<file path="config.mk">
export PLATFORM = sky130hd
export DESIGN_NAME = sensor_temp_compensation_top
export DESIGN_NICKNAME = d
export VERILOG_FILES = /design/src/rtl/stc_pkg.sv /design/src/rtl/stc_front.sv /design/src/rtl/stc_div_stage.sv /design/src/rtl/stc_back.sv /design/src/rtl/sensor_temp_compensation_top.sv
export SDC_FILE = /design/constraint.sdc
export NUM_CORES = 2
export LEC_CHECK = 0
export BUFFER_PORTS_ARGS = -buffer_cell sky130_fd_sc_hd__buf_2
export CORE_MARGIN = 4
export CORE_UTILIZATION = 60
export CTS_BUF_LIST = sky130_fd_sc_hd__clkbuf_4 sky130_fd_sc_hd__clkbuf_8
export CTS_CLUSTER_DIAMETER = 120
export DETAILED_ROUTE_END_ITERATION = 6
export PLACE_DENSITY = 0.74
export SKIP_LAST_GASP = 1
export SLEW_MARGIN = 20
export SYNTH_ARGS = -nofsm -noshare
export SYNTH_HDL_FRONTEND = slang
export SYNTH_SLANG_ARGS = --single-unit
export TNS_END_PERCENT = 50
</file>
<file path="constraint.sdc">
create_clock -name clock -period 18.96 [get_ports clock]
set_clock_uncertainty 0.1 [all_clocks]
set_input_delay 1.896 -clock clock [delete_from_list [all_inputs] [get_ports clock]]
set_output_delay 1.896 -clock clock [all_outputs]
set_load 0.005 [all_outputs]
</file>
<file path="src/rtl/stc_pkg.sv">
package stc_pkg;

   // field and intermediate widths
   localparam int RAW_W      = 16;
   localparam int CAL_W      = 16;
   localparam int DIFF_W     = 17;   // raw - ac6
   localparam int PROD_W     = 33;   // (raw - ac6) * ac5
   localparam int X1_SHIFT   = 15;
   localparam int X1_W       = PROD_W - X1_SHIFT;
   localparam int DEN_W      = X1_W + 1;   // x1 + md
   localparam int MAG_W      = DEN_W - 1;  // |x1 + md| stays below 2^18
   localparam int MC_SHIFT   = 11;
   localparam int NUM_W      = CAL_W + MC_SHIFT;
   localparam int B5_W       = 28;
   localparam int TEMP_W     = 24;
   localparam int TEMP_SHIFT = 4;
   localparam int ROUND      = 8;

   // default quotient bits resolved per divider stage
   localparam int DIV_BITS   = 3;

   localparam int CSR_IDX_W  = 2;

   localparam logic [CAL_W-1:0] AC5_RESET = 16'h7FF5;   // 32757
   localparam logic [CAL_W-1:0] AC6_RESET = 16'h5A71;   // 23153
   localparam logic [CAL_W-1:0] MC_RESET  = 16'hDDF9;   // -8711
   localparam logic [CAL_W-1:0] MD_RESET  = 16'h0B34;   // 2868

   typedef enum logic [CSR_IDX_W-1:0] {
      CSR_AC5 = 2'd0,
      CSR_AC6 = 2'd1,
      CSR_MC  = 2'd2,
      CSR_MD  = 2'd3
   } csr_idx_type;

   typedef struct packed {
      logic [CAL_W-1:0] ac5;
      logic [CAL_W-1:0] ac6;
      logic [CAL_W-1:0] mc;
      logic [CAL_W-1:0] md;
   } cal_type;

   // word carried through the divider stages
   typedef struct packed {
      logic [X1_W-1:0]  x1;
      logic [MAG_W-1:0] den_mag;
      logic [MAG_W-1:0] rem;
      logic [NUM_W-1:0] quo;     // numerator shifts out, quotient shifts in
      logic             q_neg;
      logic             fault;
   } div_word_type;

endpackage

</file>
<file path="src/rtl/stc_front.sv">
module stc_front
   import stc_pkg::*;
(
   input  logic             clock,
   input  logic             reset,
   input  cal_type          cal,
   input  logic             in_valid,
   input  logic [RAW_W-1:0] in_raw,
   output logic             take,
   output logic             out_valid,
   output div_word_type     out_word,
   input  logic             adv
);

   logic                    a_valid_ff, b_valid_ff, c_valid_ff;
   logic                    en_a, en_b, en_c;
   logic [DIFF_W-1:0]       diff_ff, diff_in;
   logic [PROD_W-1:0]       prod_ff, prod_in;
   logic signed [2*DIFF_W-1:0] prod_full;
   div_word_type            word_ff, word_in;
   logic [X1_W-1:0]         x1;
   logic [DEN_W-1:0]        den, den_abs;
   logic                    den_neg, mc_neg;
   logic [CAL_W-1:0]        mc_abs;

   // a stage loads when empty or when its contents move on
   assign en_c = !c_valid_ff || adv;
   assign en_b = !b_valid_ff || en_c;
   assign en_a = !a_valid_ff || en_b;
   assign take = en_a;

   // offset correction
   assign diff_in = DIFF_W'({1'b0, in_raw}) - DIFF_W'({1'b0, cal.ac6});

   // gain
   assign prod_full = $signed(diff_ff) * $signed({1'b0, cal.ac5});
   assign prod_in   = prod_full[PROD_W-1:0];

   // x1 and divider operands
   always_comb begin
      x1      = prod_ff[PROD_W-1:X1_SHIFT];
      den     = {x1[X1_W-1], x1} + {{(DEN_W-CAL_W){cal.md[CAL_W-1]}}, cal.md};
      den_neg = den[DEN_W-1];
      den_abs = den_neg ? (~den + DEN_W'(1)) : den;
      mc_neg  = cal.mc[CAL_W-1];
      mc_abs  = mc_neg ? (~cal.mc + CAL_W'(1)) : cal.mc;
      word_in.x1      = x1;
      word_in.den_mag = den_abs[MAG_W-1:0];
      word_in.rem     = '0;
      word_in.quo     = {mc_abs, {MC_SHIFT{1'b0}}};
      word_in.q_neg   = mc_neg ^ den_neg;
      word_in.fault   = (den == '0);
   end

   always_ff @(posedge clock) begin
      if (reset) begin
         a_valid_ff <= 1'b0;
         b_valid_ff <= 1'b0;
         c_valid_ff <= 1'b0;
      end else begin
         if (en_a) a_valid_ff <= in_valid;
         if (en_b) b_valid_ff <= a_valid_ff;
         if (en_c) c_valid_ff <= b_valid_ff;
      end
   end

   always_ff @(posedge clock) begin
      if (en_a) diff_ff <= diff_in;
      if (en_b) prod_ff <= prod_in;
      if (en_c) word_ff <= word_in;
   end

   assign out_valid = c_valid_ff;
   assign out_word  = word_ff;

endmodule

</file>
<file path="src/rtl/stc_div_stage.sv">
module stc_div_stage
   import stc_pkg::*;
#(
   parameter int STEPS = DIV_BITS
)
(
   input  logic         clock,
   input  logic         reset,
   input  logic         in_valid,
   input  div_word_type in_word,
   output logic         take,
   output logic         out_valid,
   output div_word_type out_word,
   input  logic         adv
);

   logic         valid_ff;
   div_word_type word_ff, word_in;
   logic [MAG_W:0] trial;

   assign take = !valid_ff || adv;

   // restoring division, STEPS quotient bits
   always_comb begin
      word_in = in_word;
      trial   = '0;
      for (int j = 0; j < STEPS; j++) begin
         trial       = {word_in.rem, word_in.quo[NUM_W-1]};
         word_in.quo = {word_in.quo[NUM_W-2:0], 1'b0};
         if (trial >= {1'b0, word_in.den_mag}) begin
            word_in.rem    = MAG_W'(trial - {1'b0, word_in.den_mag});
            word_in.quo[0] = 1'b1;
         end else begin
            word_in.rem = trial[MAG_W-1:0];
         end
      end
   end

   always_ff @(posedge clock) begin
      if (reset) begin
         valid_ff <= 1'b0;
      end else if (take) begin
         valid_ff <= in_valid;
      end
   end

   always_ff @(posedge clock) begin
      if (take) word_ff <= word_in;
   end

   assign out_valid = valid_ff;
   assign out_word  = word_ff;

endmodule

</file>
<file path="src/rtl/stc_back.sv">
module stc_back
   import stc_pkg::*;
(
   input  logic                     clock,
   input  logic                     reset,
   input  logic                     in_valid,
   input  div_word_type             in_word,
   output logic                     take,
   output logic                     rsp_valid,
   input  logic                     rsp_stall,
   output logic signed [TEMP_W-1:0] rsp_temp_tenths,
   output logic signed [B5_W-1:0]   rsp_shared_b5,
   output logic                     rsp_divide_fault
);

   logic              e_valid_ff, rsp_valid_ff;
   logic              en_e, en_out;
   logic [B5_W-1:0]   b5_ff, b5_in, x2, b5_round;
   logic              fault_ff;
   logic [TEMP_W-1:0] temp_ff, temp_in;
   logic [B5_W-1:0]   b5_out_ff, b5_out_in;
   logic              fault_out_ff;

   assign en_out = !rsp_valid_ff || !rsp_stall;
   assign en_e   = !e_valid_ff || en_out;
   assign take   = en_e;

   // signed quotient and b5
   always_comb begin
      x2    = in_word.q_neg ? (~{1'b0, in_word.quo} + B5_W'(1)) : {1'b0, in_word.quo};
      b5_in = {{(B5_W-X1_W){in_word.x1[X1_W-1]}}, in_word.x1} + x2;
   end

   // rounding and zeroing on a bad divisor
   always_comb begin
      b5_round = b5_ff + B5_W'(ROUND);
      if (fault_ff) begin
         temp_in   = '0;
         b5_out_in = '0;
      end else begin
         temp_in   = b5_round[B5_W-1:TEMP_SHIFT];
         b5_out_in = b5_ff;
      end
   end

   always_ff @(posedge clock) begin
      if (reset) begin
         e_valid_ff   <= 1'b0;
         rsp_valid_ff <= 1'b0;
      end else begin
         if (en_e)   e_valid_ff   <= in_valid;
         if (en_out) rsp_valid_ff <= e_valid_ff;
      end
   end

   always_ff @(posedge clock) begin
      if (en_e) begin
         b5_ff    <= b5_in;
         fault_ff <= in_word.fault;
      end
      if (en_out) begin
         temp_ff      <= temp_in;
         b5_out_ff    <= b5_out_in;
         fault_out_ff <= fault_ff;
      end
   end

   assign rsp_valid        = rsp_valid_ff;
   assign rsp_temp_tenths  = $signed(temp_ff);
   assign rsp_shared_b5    = $signed(b5_out_ff);
   assign rsp_divide_fault = fault_out_ff;

endmodule

</file>
<file path="src/rtl/sensor_temp_compensation_top.sv">
// Temperature compensation for a barometric sensor. Each raw 16-bit
// temperature word gives one result word: b5 = x1 + x2 with
// x1 = ((raw - ac6) * ac5) >>> 15 and x2 = (mc << 11) / (x1 + md) truncated
// toward zero, and temp_tenths = (b5 + 8) >>> 4 in 0.1 degree units (software
// does the final divide by ten). A zero divisor sets divide_fault and clears
// both result fields. The block takes one word per clock while req_stall is
// low; a pipelined restoring divider resolves the 27 quotient bits. Three
// front stages hold the offset subtract, the 17x17 multiply and the divisor
// setup; two back stages form b5 and the rounded temperature, the last being
// the output register. The user must write calibration registers through
// the csr port only while no word is in flight; the block does not enforce
// this.
module sensor_temp_compensation_top
   import stc_pkg::*;
#(
   parameter int DIV_BITS_PER_STAGE = DIV_BITS   // 1 to 27
)
(
   input  logic                     clock,
   input  logic                     reset,
   // calibration write port
   input  logic                     csr_wr_en,
   input  logic [CSR_IDX_W-1:0]     csr_index,
   input  logic [CAL_W-1:0]         csr_wdata,
   // raw word in
   input  logic                     req_valid,
   output logic                     req_stall,
   input  logic [RAW_W-1:0]         req_raw_temperature,
   // compensated word out
   output logic                     rsp_valid,
   input  logic                     rsp_stall,
   output logic signed [TEMP_W-1:0] rsp_temp_tenths,
   output logic signed [B5_W-1:0]   rsp_shared_b5,
   output logic                     rsp_divide_fault
);

   localparam int DIV_STAGES = (NUM_W + DIV_BITS_PER_STAGE - 1) / DIV_BITS_PER_STAGE;

   cal_type      cal_ff;
   logic         front_take;
   logic         stg_valid [0:DIV_STAGES];
   div_word_type stg_word  [0:DIV_STAGES];
   logic         stg_take  [0:DIV_STAGES];

   // calibration registers
   always_ff @(posedge clock) begin
      if (reset) begin
         cal_ff.ac5 <= AC5_RESET;
         cal_ff.ac6 <= AC6_RESET;
         cal_ff.mc  <= MC_RESET;
         cal_ff.md  <= MD_RESET;
      end else if (csr_wr_en) begin
         case (csr_idx_type'(csr_index))
            CSR_AC5: cal_ff.ac5 <= csr_wdata;
            CSR_AC6: cal_ff.ac6 <= csr_wdata;
            CSR_MC:  cal_ff.mc  <= csr_wdata;
            CSR_MD:  cal_ff.md  <= csr_wdata;
            default: ;
         endcase
      end
   end

   // offset, gain, divisor setup
   stc_front u_front (
      .clock     (clock),
      .reset     (reset),
      .cal       (cal_ff),
      .in_valid  (req_valid),
      .in_raw    (req_raw_temperature),
      .take      (front_take),
      .out_valid (stg_valid[0]),
      .out_word  (stg_word[0]),
      .adv       (stg_take[0])
   );

   // back pressure ripples upstream only through full stages
   assign req_stall = !front_take;

   // divider pipeline, last stage may resolve fewer bits
   for (genvar s = 0; s < DIV_STAGES; s++) begin : g_div
      localparam int LEFT  = NUM_W - s * DIV_BITS_PER_STAGE;
      localparam int STEPS = (LEFT < DIV_BITS_PER_STAGE) ? LEFT : DIV_BITS_PER_STAGE;
      stc_div_stage #(.STEPS(STEPS)) u_stage (
         .clock     (clock),
         .reset     (reset),
         .in_valid  (stg_valid[s]),
         .in_word   (stg_word[s]),
         .take      (stg_take[s]),
         .out_valid (stg_valid[s+1]),
         .out_word  (stg_word[s+1]),
         .adv       (stg_take[s+1])
      );
   end

   // b5, rounding, output register
   stc_back u_back (
      .clock            (clock),
      .reset            (reset),
      .in_valid         (stg_valid[DIV_STAGES]),
      .in_word          (stg_word[DIV_STAGES]),
      .take             (stg_take[DIV_STAGES]),
      .rsp_valid        (rsp_valid),
      .rsp_stall        (rsp_stall),
      .rsp_temp_tenths  (rsp_temp_tenths),
      .rsp_shared_b5    (rsp_shared_b5),
      .rsp_divide_fault (rsp_divide_fault)
   );

endmodule

</file>
# After elaboration in Yosys (flattened, before gate mapping)
# Index checks and enable logic that the tools add are counted.
# word_totals
inputBits,39
reg_bits,902
wordCells,246
# classes
n_mux,56
n_addsub,33
n_reduce_logical,36
order_cmp,27
eq_ne,3
multipliers,1
bitwise_logic,4
# ops
operator,count
>= comparator 19 x 18 -> 1 bit,26
two-way mux 18 bit,27
subtractor 18 bit,25
multiplier 17 x 17 -> 33 bit,1
adder 28 x 1 -> 28 bit (second input constant),1
adder 28 bit,1
adder 28 x 4 -> 28 bit (second input constant),1
two-way mux 28 bit,1
inverter 27 -> 28 bit,1
two-way mux 1 bit,27
adder 18 x 16 -> 19 bit,1
logical NOT 19 bit,1
adder 18 x 1 -> 18 bit (second input constant),1
>= comparator 1 x 18 -> 1 bit,1
inverter 18 bit,1
subtractor 1 x 18 -> 18 bit,1
subtractor 16 x 16 -> 17 bit,1
adder 16 x 1 -> 16 bit (second input constant),1
logical NOT 1 bit,16
inverter 16 bit,1
two-way mux 15 bit,1
logical OR 1 bit,14
AND reduction 2 bit,4
equality test 2 bit (second input constant),2
3 further kinds,3

# Depth between registers and ports, before layout
# depth
depth_word,16
mapped_depth,39
depth_no_buf,35

# By module
# Synthesis repeated with hierarchy kept, for this count alone.
# unflattened
cells_unflattened,7153
area_unflattened_um2,76209.3
# by_module_without_submodules
module,instances,cells_per_inst,seq_area_each_um2,area_each_um2
stc_div_stage at g_div[4].u_stage ...,5,532,2512.4,5920.7
stc_front,1,1577,2732.6,15319.7
stc_div_stage at g_div[1].u_stage,1,545,2512.4,5926.9
stc_div_stage at g_div[2].u_stage,1,559,2512.4,5904.4
stc_div_stage at g_div[0].u_stage,1,540,2512.4,5849.4
stc_div_stage at g_div[3].u_stage,1,515,2512.4,5713.0
stc_back,1,512,2502.4,5366.4
sensor_temp_compensation_top,1,245,1281.2,2526.2

# Worst setup path after synthesis
# OpenSTA, ideal clock, no wires.
# synth_path
path_type,input-to-output
startpoint,input port rsp_stall
endpoint,output port req_stall
path_stages,11
path_buffers,0
slack_ps,9820
t_arrival_ps,7144
cell_sequence,and3_1 > inv_1 > nor2_1 > and2_1 > inv_1 > nor2_1 > and2_1 > nand3_1 > nor2_1 > nand2_1 > inv_1
# synth_via
elab_chain_len,16
# synth_rtl
element,line,source
start: declaration,sensor_temp_compensation_top.sv:31,"input logic rsp_stall,"
logical NOT 1 bit,stc_back.sv:24,assign en_out = !rsp_valid_ff || !rsp_stall;
logical OR 1 bit,stc_back.sv:24,
logical OR 1 bit,stc_back.sv:25,assign en_e = !e_valid_ff || en_out;
named net g_div[8].u_stage.adv,stc_div_stage.sv:14,input logic adv
logical OR 1 bit (4 in a row),stc_div_stage.sv:21,assign take = !valid_ff || adv;
named net g_div[4].u_stage.adv,stc_div_stage.sv:14,
logical OR 1 bit (5 in a row),stc_div_stage.sv:21,
logical OR 1 bit,stc_front.sv:27,assign en_c = !c_valid_ff || adv;
named net u_front.en_c,stc_front.sv:16,"logic en_a, en_b, en_c;"
logical OR 1 bit,stc_front.sv:28,assign en_b = !b_valid_ff || en_c;
logical OR 1 bit,stc_front.sv:29,assign en_a = !a_valid_ff || en_b;
logical NOT 1 bit,sensor_temp_compensation_top.sv:77,assign req_stall = !front_take;
end: declaration,sensor_temp_compensation_top.sv:27,"output logic req_stall,"
# The timed path passes the listed nets, and every way through them passes these cells.

==> impl_metrics.tcl <==
set metrics [dict create \
    nFillCells 8854 \
    synth_edf_count 809 \
    fin_crit_sh_pct 52.0 \
    wirelength_um 161000 \
    cpPeakStageDelay_ns 0.59 \
    first_iter_violations 3583 \
    place_congestion 0.945 \
    h-tree-depth 4 \
    crit_path_max_fanout 19 \
    startpoint_type "register" \
    maxCapViolCount 0 \
    synth_area_leader_cell "edfxtp_1" \
    grt_pass1_wl_um 257000 \
    slew_headroom_pct 28.1 \
    regToRegStartpoint "g_div[4].u_stage.out_word[48]" \
    worst-path-buf-inv 4 \
    fmax_mhz 101 \
    hold-path-cell-count 0 \
    grt_max_degree 79 \
    async_flop_share_pct 0 \
    cp_common_cell "ha_1" \
    outcome "complete, no violations" \
    gr-total-overflow 0 \
    whs_endpoint "g_div[7].u_stage.out_word[6]" \
    cp-end-kind "register" \
    post_drt_wl_per_cell_um 19.3 \
    yosys_most_used_dff "edfxtp_1" \
    hold_path.class "reg2reg" \
    hp-start "g_div[6].u_stage.out_word[3]" \
    r2r_setup_slack_ns 9.10 \
    cts_tree "built" \
    cts_inserted_buffers 146 \
    drv_slew 0 \
    synth_nets 7517 \
    cts.clk_slew.worst_paths_ns 0.07 \
    ys_seq_area_share_pct 37.9 \
    syn_area_um2 68200 \
    fin_nets 7653 \
    timing.rr.end "g_div[5].u_stage.out_word[38]" \
    hold_viol 0 \
    path_delay_family "compound AO/OA/AOI/OAI gates" \
    synth_area_leaders "edfxtp_1 (36%), ha_1 (11%), fa_1 (8.6%)" \
    first_global_vias 48300 \
    drc_errors 0 \
    dieWidth_um 345 \
    rows 123 \
    arrival_ns 10.32 \
    hold_buffers 0 \
    ant_nets 0 \
    reg2reg_depth 33 \
    die-height_um 345 \
    vias 49200 \
    ys_ff_latch 887 \
    viasPerCell 5.91 \
    antenna_found_initial 4 \
    ys_warn_count 0 \
    synthCells 6574 \
    synth.distinct_cells 108 \
    crit_slowest_cell "o31ai_2" \
    rsz0062_at_grt "false" \
    setup_viol 0 \
    yosysMostFrequentCell "edfxtp_1" \
    dieArea_um2 119000 \
    period_minus_slack_ns 9.86 \
    portBuffers 93 \
    cts_buffer_depth 3 \
    synthToLayoutAreaGrowth_pct 7.60 \
    drt-pass1-iter-count 6 \
    syn_area_per_cell_um2 10.4 \
    worstMarginPinSlew_ns 1.08 \
    clock_latency_ns 0.84 \
    postCtsSetupBuffers 0 \
    cts.repair.resized 0 \
    critical_path_class "reg2reg" \
    critPathRequiredTime_ns 19.42 \
    core_um2 113000 \
    clkSinkCount 887 \
    synth_commonest_cells "edfxtp_1 (809), inv_1 (685), ha_1 (610)" \
    start_util_pct 60.6 \
    synth_top_cell_area_share_pct 35.6 \
    cts-root-buf "clkbuf_8" \
    hpwl_um 125000 \
    fin_tns_setup_ns 0 \
    num_io_pins 94 \
    track_usage_pct 26.7 \
    final_layout_size_suffix_gt1_share_pct 10.6 \
]
## area by class of cell
| type | count | area, um2 | share of cell area, % |
|---|---|---|---|
| flip-flops and latches | 887 | 25900 | 35.2 |
| inverters | 692 | 2600 | 3.54 |
| multi-input cells | 4860 | 39300 | 53.5 |
| clock inverters | 86 | 808 | 1.10 |
| clock buffers | 183 | 2310 | 3.15 |
| diodes | 4 | 10.0 | 0.0136 |
| well taps | 1500 | 1880 | 2.56 |
| repair buffers | 123 | 691 | 0.941 |
## logic make-up after synthesis
family                   share of synthesized area, %
AND/OR/NAND/NOR                                  12.5
adder cells (fa/ha/maj)                          19.8
XOR/XNOR                                         6.00
flip-flops                                       37.9
buffers and inverters                            4.67
AO/OA/AOI/OAI                                    13.9
multiplexers                                     5.21
## metal layers
metal  track usage, %  share of wire [%]  vias to the layer above
met5                0                  0                        -
met4             10.3                3.8                        0
met3             3.29                5.3                      316
met2             43.6                 47                     1383
met1             36.6                 44                    23700
li1                 -                  -                    23800
## flip-flops by register name (all words and copies together), names as in the netlist, 9 cells and up
name / cells
u_front.diff_ff: 17
g_div.u_stage.out_valid: 9
u_back.rsp_shared_b5: 28
u_back.rsp_temp_tenths: 24
u_front.out_word: 54
u_front.prod_ff: 18
u_back.b5_ff: 28
g_div.u_stage.out_word: 638
cal_ff: 64
## through the flow
stage	hold WS, ns	cell area, um2	util, %	std cells	setup WS, ns
3_3_place_gp	0.301	70300	62.4	8062	9.24
2_1_floorplan	0.300	68200	-	6574	9.82
3_5_place_dp	0.305	70300	62.4	8062	9.00
4_1_cts	0.281	73400	65.1	8331	8.88
5_1_grt	0.299	73400	65.2	8332	8.48
6_report	0.299	73400	65.2	8335	9.10
## cells in the final DEF (no fill, tap or decap), types with 114 or more instances in the layout
| cell type | netlist | routed |
|---|---|---|
| a21o_1 | 215 | 215 |
| a21oi_1 | 407 | 407 |
| and2_1 | 135 | 135 |
| clkbuf_8 | 0 | 150 |
| edfxtp_1 | 809 | 809 |
| fa_1 | 294 | 294 |
| ha_1 | 610 | 610 |
| inv_1 | 685 | 681 |
| mux2_2 | 248 | 248 |
| nand2_1 | 505 | 501 |
| nand3_1 | 118 | 115 |
| nor2_1 | 411 | 411 |
| nor2b_1 | 117 | 117 |
| nor3_1 | 114 | 114 |
| o21ai_0 | 252 | 252 |
| xnor2_1 | 318 | 318 |
| xor2_1 | 149 | 149 |
## worst max-delay path by stage
| stage | cells past startpoint | to | startpoint |
|---|---|---|---|
| finish | 33 | g_div[5].u_stage.out_word[38] | g_div[4].u_stage.out_word[48] |
| global route | 35 | g_div[2].u_stage.out_word[41] | g_div[1].u_stage.out_word[48] |
| CTS | 35 | g_div[2].u_stage.out_word[41] | g_div[1].u_stage.out_word[48] |
| detailed placement | 35 | g_div[2].u_stage.out_word[41] | g_div[1].u_stage.out_word[48] |
| global placement | 35 | g_div[2].u_stage.out_word[41] | g_div[1].u_stage.out_word[48] |
| floorplan | 11 | req_stall | rsp_stall |
Power is left out: the tool's default activity adds up to more than one toggle a clock period on the data nets, which glitch-free logic cannot reach.
